<file path="src/hw/rtl/sequential_label_relabeler_unit_assert.svh">
// Assertion macros shared by the relabeler RTL.
// Depends on nothing; included by modules that carry assertions.
`ifndef SEQUENTIAL_LABEL_RELABELER_UNIT_ASSERT_SVH
`define SEQUENTIAL_LABEL_RELABELER_UNIT_ASSERT_SVH

// same-cycle implication
`define SLRU_ASSERT_NOW(name, clk, rst_n, ante, cons) \
	name: assert property (@(posedge clk) disable iff (!rst_n) (ante) |-> (cons)) \
		else $error("slru assertion failed");

// next-cycle implication
`define SLRU_ASSERT_NEXT(name, clk, rst_n, ante, cons) \
	name: assert property (@(posedge clk) disable iff (!rst_n) (ante) |=> (cons)) \
		else $error("slru assertion failed");

`endif

</file>
<file path="src/hw/rtl/slru_pkg.sv">
// Shared types and constants for the sequential label relabeler.
// No dependencies.
`timescale 1ns / 1ps

package slru_pkg;

	localparam int LABEL_W = 16;

	// controller -> datapath commands
	typedef struct packed {
		logic ld;     // latch item, read forward map, apply start clear
		logic rev_rd; // read reverse map at forward map's number
		logic eval;   // decide result, insert on miss
	} cmd_t;

endpackage

</file>
<file path="src/hw/rtl/slru_ctrl.sv">
// Controller FSM for the relabeler: sequences load, reverse read and evaluate.
// Depends on slru_pkg and sequential_label_relabeler_unit_assert.svh.
`timescale 1ns / 1ps
`include "sequential_label_relabeler_unit_assert.svh"

module slru_ctrl (
	input  logic           clk,
	input  logic           arst_n,
	input  logic           start,
	output logic           busy,
	output logic           done,
	output slru_pkg::cmd_t cmd
);

	typedef enum logic [1:0] {
		ST_IDLE,
		ST_MAP,
		ST_EVAL
	} state_t;

	state_t state_q;
	logic   busy_q;
	logic   done_q;
	logic   accept;

	assign accept = start && !busy_q;

	always_comb begin
		cmd        = '0;
		cmd.ld     = accept;
		cmd.rev_rd = (state_q == ST_MAP);
		cmd.eval   = (state_q == ST_EVAL);
	end

	always_ff @(posedge clk or negedge arst_n) begin
		if (!arst_n) begin
			state_q <= ST_IDLE;
			busy_q  <= 1'b0;
			done_q  <= 1'b0;
		end else begin
			done_q <= 1'b0;
			case (state_q)
				ST_IDLE: begin
					if (accept) begin
						state_q <= ST_MAP;
						busy_q  <= 1'b1;
					end
				end
				ST_MAP: begin
					state_q <= ST_EVAL;
				end
				ST_EVAL: begin
					state_q <= ST_IDLE;
					busy_q  <= 1'b0;
					done_q  <= 1'b1;
				end
				default: begin
					state_q <= ST_IDLE;
					busy_q  <= 1'b0;
				end
			endcase
		end
	end

	assign busy = busy_q;
	assign done = done_q;

	`SLRU_ASSERT_NEXT(a_accept_busy, clk, arst_n, start && !busy, busy && !done)
	`SLRU_ASSERT_NOW(a_done_idle, clk, arst_n, done, !busy)
	`SLRU_ASSERT_NEXT(a_eval_done, clk, arst_n, cmd.eval, done)
	`SLRU_ASSERT_NOW(a_busy_state, clk, arst_n, busy, cmd.rev_rd || cmd.eval || !busy_q)

endmodule

</file>
<file path="config.mk">
export PLATFORM = sky130hd
export DESIGN_NAME = slru_ctrl
export DESIGN_NICKNAME = d
export VERILOG_FILES = /design/src/hw/rtl/slru_pkg.sv /design/src/hw/rtl/slru_ctrl.sv
export VERILOG_INCLUDE_DIRS = /design/src /design/src/hw/rtl
export SDC_FILE = /design/constraint.sdc
export NUM_CORES = 1
export LEC_CHECK = 0
export BUFFER_PORTS_ARGS = -buffer_cell sky130_fd_sc_hd__buf_4
export CAP_MARGIN = 30
export CORE_AREA = 5 5 42 44
export CTS_BUF_LIST = sky130_fd_sc_hd__clkbuf_2 sky130_fd_sc_hd__clkbuf_4 sky130_fd_sc_hd__clkbuf_8
export CTS_CLUSTER_DIAMETER = 50
export DETAILED_ROUTE_END_ITERATION = 8
export DIE_AREA = 0 0 47 49
export PLACE_DENSITY = 0.38
export SYNTH_ARGS = -nofsm -noshare
export SYNTH_HDL_FRONTEND = slang
export SYNTH_SLANG_ARGS = --single-unit
</file>
<file path="constraint.sdc">
create_clock -name clk -period 0.8 [get_ports clk]
set_input_delay 0.16 -clock clk [delete_from_list [all_inputs] [get_ports clk]]
set_output_delay 0.16 -clock clk [all_outputs]
set_load 0.005 [all_outputs]
</file>
==> results of run 1 <==
==> power groups by stage <==
stage | sequential (mW) | clock, mW | combinational, mW
finish | 0.276 | 0.251 | 0.210
floorplan | 0.277 | 0 | 0.0630
global placement | 0.273 | 0 | 0.152
CTS | 0.275 | 0.263 | 0.179
global route | 0.280 | 0.281 | 0.224
detailed placement | 0.274 | 0 | 0.156
==> stage by stage <==
step | power, mW | std cells | hold slack [ns] | area, um^2 | setup slack (ns)
finish | 0.737 | 42 | 0.206 | 307 | -0.333
detailed placement | 0.430 | 36 | -0.0402 | 241 | -0.0860
global placement | 0.425 | 36 | -0.0429 | 241 | -0.0777
CTS | 0.717 | 40 | 0.196 | 285 | -0.349
global route | 0.786 | 42 | 0.198 | 307 | -0.392
floorplan | 0.339 | 13 | -0.136 | 169 | 0.0250
==> critical path, cell delays in order (launching register included) <==
cell	delay, ns
dfrtp_1	0.40
and2b_1	0.23
buf_4	0.11
==> sequential cells by signal, summed over array words and instances, names as in the netlist <==
signal and cells:
state_q 2, busy 1, done 1
==> kinds of logic after synthesis <==
kind of cell    share of synthesized area
simple gates                        0.311
flops                               0.593
compound gates                     0.0296
buf+inv                            0.0667
==> timing repair <==
item	in CTS	in global routing
pin swaps	0	1
gates cloned	0	0
gates resized for setup	3	2
setup buffers	0	2
hold buffers	1	0
endpoints found under the hold margin	4	0
setup endpoints to repair	5	7
==> path summary, 6_finish.rpt <==
kind                            startpoint    endpoint  cells past startpoint  slack, ns
worst min register to register  state_q[0]  state_q[1]                      1       0.57
worst min-delay path                 start        busy                      3       0.21
min in group asynchronous           arst_n        done                      2       0.26
max in group asynchronous           arst_n  state_q[0]                      2       0.44
worst max register to register        busy  state_q[0]                      3      -0.07
worst max-delay path            state_q[0]      cmd[0]                      2      -0.33
==> routing by layer <==
metal	wire [um]	vias up	part of all wire
met1	165	60	0.45
met2	117	10	0.32
met4	0	0	0
met3	80	0	0.22
met5	0	-	0
li1	-	65	-
==> final cells by class <==
type,instances,area [um^2],area share
Tap cell,16,20.0,0.0653
Multi-Input combinational cell,7,63.8,0.208
Inverter,1,3.75,0.0122
Timing Repair Buffer,11,96.3,0.314
Clock buffer,3,22.5,0.0735
Sequential cell,4,100,0.327
==> layout by cell type, fill, tap and decap left out <==
cell / n
buf_6: 3
nor2b_2: 1
clkbuf_4: 3
nor2b_1: 1
and2b_1: 1
nor3b_2: 1
dlygate4sd3_1: 1
inv_1: 1
nor2b_4: 1
buf_4: 7
a21oi_2: 1
nand2b_1: 1
dfrtp_1: 4
==> flow_summary.ini, run 1 <==
[global_route]
grt_use_met1 = 0.0444
grt_pass1_vias = 132
top_usage_layer = met1
grt_pass1_wl_um = 558
grt_use_met3 = 0.0443
grt.total_usage = 0.0367
use_met2 = 0.0317
antenna_found_initial = 0
grt_remaining_overflow = 0
grt_max_degree = 6

[cts]
tritoncts = yes
max-clock-path-buffers = 2
clk_latency_ns = 0.23
ctsHtreeMaxLevel = 1
cts_made_buffers = 3
clk_pin_slew_ns = 0.04
clkSinkCount = 4
root_buffer = clkbuf_4

[worst_setup_path]
crit_arrival_ns = 0.97
crit_path_end_kind = output port
worstSetupPathType = flop to output port
cp-start-kind = flop
cp.required_ns = 0.64
cp_max_fo = 5

[timing]
clock_skew_ns = 0.000194
fmax_mhz = 883
hold_viol = 0
slew_headroom = 0.887
setup_tns_ns = -1.14
worstMarginPinSlew_ns = 0.169
fin_ws_ns = -0.333
drv_slew = 0
finalCriticalPeriod_ns = 1.13
rsz0062_at_grt = true
final-setup-viol-count = 6
post-route-period-util = 1.42

[floorplanning]
initial_utilization = 0.121
io_pins = 8
rows = 14
die-area_um2 = 2300
die_x_um = 47
core_um2 = 1400
die_height_um = 49

[final_layout]
drive_gt1_frac = 0.654
diodes = 0
nFillCells = 158
final_util = 0.219
layout.nets = 31
area_growth_pct = 81.5

[synth]
synth_top_area_share = 0.593
syn_inst = 13
synth.avg_cell_area_um2 = 13.0
synth_most_common_cell = dfrtp_1
synth_common_cells = 4 x dfrtp_1, 2 x nor2b_1
synth_ff_type = dfrtp_1
synthesis.area_um2 = 169
synth.area.top_cells = dfrtp_1 59%, nor2b_4 8.1%, nor2b_1 7.4%
synth_area_leader_cell = dfrtp_1
ys_seq_area_frac = 0.593
synth_cell_types = 9
ys_seq_elements = 4
ys.warnings.count = 0
synth_edf_count = 0
synthArstFlopShare = 1.00
syn_nets = 16

[outcome]
outcome = complete, but fails checks
violations = negative setup slack

[detailed_routing]
drtIter0Drc = 2
avgRoutedWirePerCell_um = 8.67
antenna_left = 0
drc = 0
routed_wl_um = 364
vias = 135
vias_per_cell = 3.21
firstDrtPassIters = 2

[power]
p_int_mw = 0.548
leakagePower_nw = 0.165
p_per_area_nw_per_um2 = 2400
pwr-share-seq = 0.374
netSwitchingFraction = 0.256
vdd_drop_max_uv = 914
pwr-share-clk = 0.341
pwr-share-comb = 0.285
switchingPower_mw = 0.189

[flow_run]
cap_violations = 0

[placed_design]
detailed_place_hpwl_um = 263
gp_congestion = 0.665
numPortBuffers = 7

[worst_hold_path]
hold_path.class = input pin to flop
Note: power is estimated with default switching activity, not from simulation.
==> inputs of run 2 (changes only) <==
Settings changed: SKIP_CTS_REPAIR_TIMING set to 1.
==> run 2 against run 1 <==
The run still ends with negative setup slack left. Clock power is essentially flat. Combinational power is essentially flat. Die area unchanged. Power did not move. First-iteration DRC count is the same. Critical path type unchanged. Largest power group unchanged. Highest routed layer unchanged.
==> flow_summary.ini, run 2 (synthesized netlist as in run 1, its figures left out) <==
[detailed_routing]
routed_wl_um = 364
routed.top_layer = met3
antenna_left = 0
avgRoutedWirePerCell_um = 8.67
wl_met3_um = 80
vias_per_cell = 3.21
m1WireLength_um = 165
drtIter0Drc = 2
drc = 0
wl_met2_um = 117
firstDrtPassIters = 2
vias = 135

[timing]
fmax_mhz = 883
slew_headroom = 0.887
drv_slew = 0
finalCriticalPeriod_ns = 1.13
clock_skew_ns = 0.000194
worstMarginPinSlew_ns = 0.169
post-route-period-util = 1.42
setup_tns_ns = -1.14
hold_ws_ns = 0.206
fin_ws_ns = -0.333
hold_viol = 0
final-setup-viol-count = 6
rsz0062_at_grt = true

[floorplanning]
initial_utilization = 0.121
io_pins = 8
core_um2 = 1400
die_x_um = 47
die_height_um = 49
die-area_um2 = 2300
rows = 14

[final_layout]
fin_area_um2 = 307
drive_gt1_frac = 0.654
top_register = state_q
diodes = 0
layout.nets = 31
mostFrequentLayoutCell = buf_4
area_growth_pct = 81.5
most-common-layout-cells = 7 x buf_4, 4 x dfrtp_1, 3 x clkbuf_4, 3 x buf_6
largest_reg_flops = 2

[cts]
clkSinkCount = 4
ctsHtreeMaxLevel = 1
max-clock-path-buffers = 2
clk_latency_ns = 0.23
root_buffer = clkbuf_4
tritoncts = yes
cts_made_buffers = 3
clk_pin_slew_ns = 0.04

[global_route]
antenna_found_initial = 0
grt_max_degree = 6
grt_pass1_wl_um = 586
grt_remaining_overflow = 0
grt_pass1_vias = 135
grt.total_usage = 0.0382

[worst_setup_path]
cp-start-kind = flop
crit_path_end_kind = output port
rr_startpoint = busy
rrSetupSlack_ns = -0.07
cp_max_fo = 5
crit_arrival_ns = 0.97
worstSetupPathType = flop to output port
worst-r2r-cell-count = 3
cp.required_ns = 0.64
r2r_end = state_q[0]

[placed_design]
gp_congestion = 0.665
dp_slack_ns = -0.0860
detailed_place_hpwl_um = 263
numPortBuffers = 7
place_area_um2 = 241

[worst_hold_path]
holdPathEnd = busy
hold_depth = 3
worstHoldStart = start
hold_path.class = input pin to flop

[outcome]
violations = negative setup slack
outcome = complete, but fails checks

[power]
vdd_drop_max_uv = 914
p_total_mw = 0.737
leakagePower_nw = 0.165
p_per_area_nw_per_um2 = 2400

[flow_run]
cap_violations = 0
[run 2: cell counts in the layout (fill, tap and decap cells not counted)]
No cell type changed its count.
[run 2: stage by stage]
stage,std cells,utilization
3_3_place_gp,36,0.172
6_report,42,0.219
3_5_place_dp,36,0.172
2_1_floorplan,13,-
4_1_cts,39,0.188
5_1_grt,42,0.219
[run 2: how the worst max path moves through the flow]
stage / cells past startpoint / slack [ns] / from / to
2_1_floorplan: 2 / 0.02 / busy / cmd[2]
3_3_place_gp: 2 / -0.08 / state_q[0] / cmd[0]
3_5_place_dp: 2 / -0.09 / state_q[0] / cmd[0]
4_1_cts: 2 / -0.35 / state_q[0] / cmd[0]
5_1_grt: 2 / -0.39 / state_q[0] / cmd[0]
6_report: 2 / -0.33 / state_q[0] / cmd[0]
[run 2: where the power goes]
part           internal (mW)  total [mW]  switching, mW  leakage [nW]
Combinational          0.141       0.210         0.0686         0.101
Clock                  0.168       0.251         0.0831        0.0138
Sequential             0.239       0.276         0.0369        0.0507
[run 2: cell type report]
type,count,area (um^2)
sequential,4,100
inverter,1,3.75
clock buffer,3,22.5
multi-input combinational,7,63.8
timing repair buffer,11,96.3
fill,158,1090
tap,16,20.0
[run 2: routing by layer]
layer  GRT usage  vias to the layer above
met5           0                        -
met4      0.0276                        0
met3      0.0480                        0
met2      0.0317                       10
met1      0.0467                       60
li1            -                       65
[run 2: critical path, stage by stage (launching register included)]
cell and delay (ns):
dfrtp_1 0.40, and2b_1 0.23, buf_4 0.11
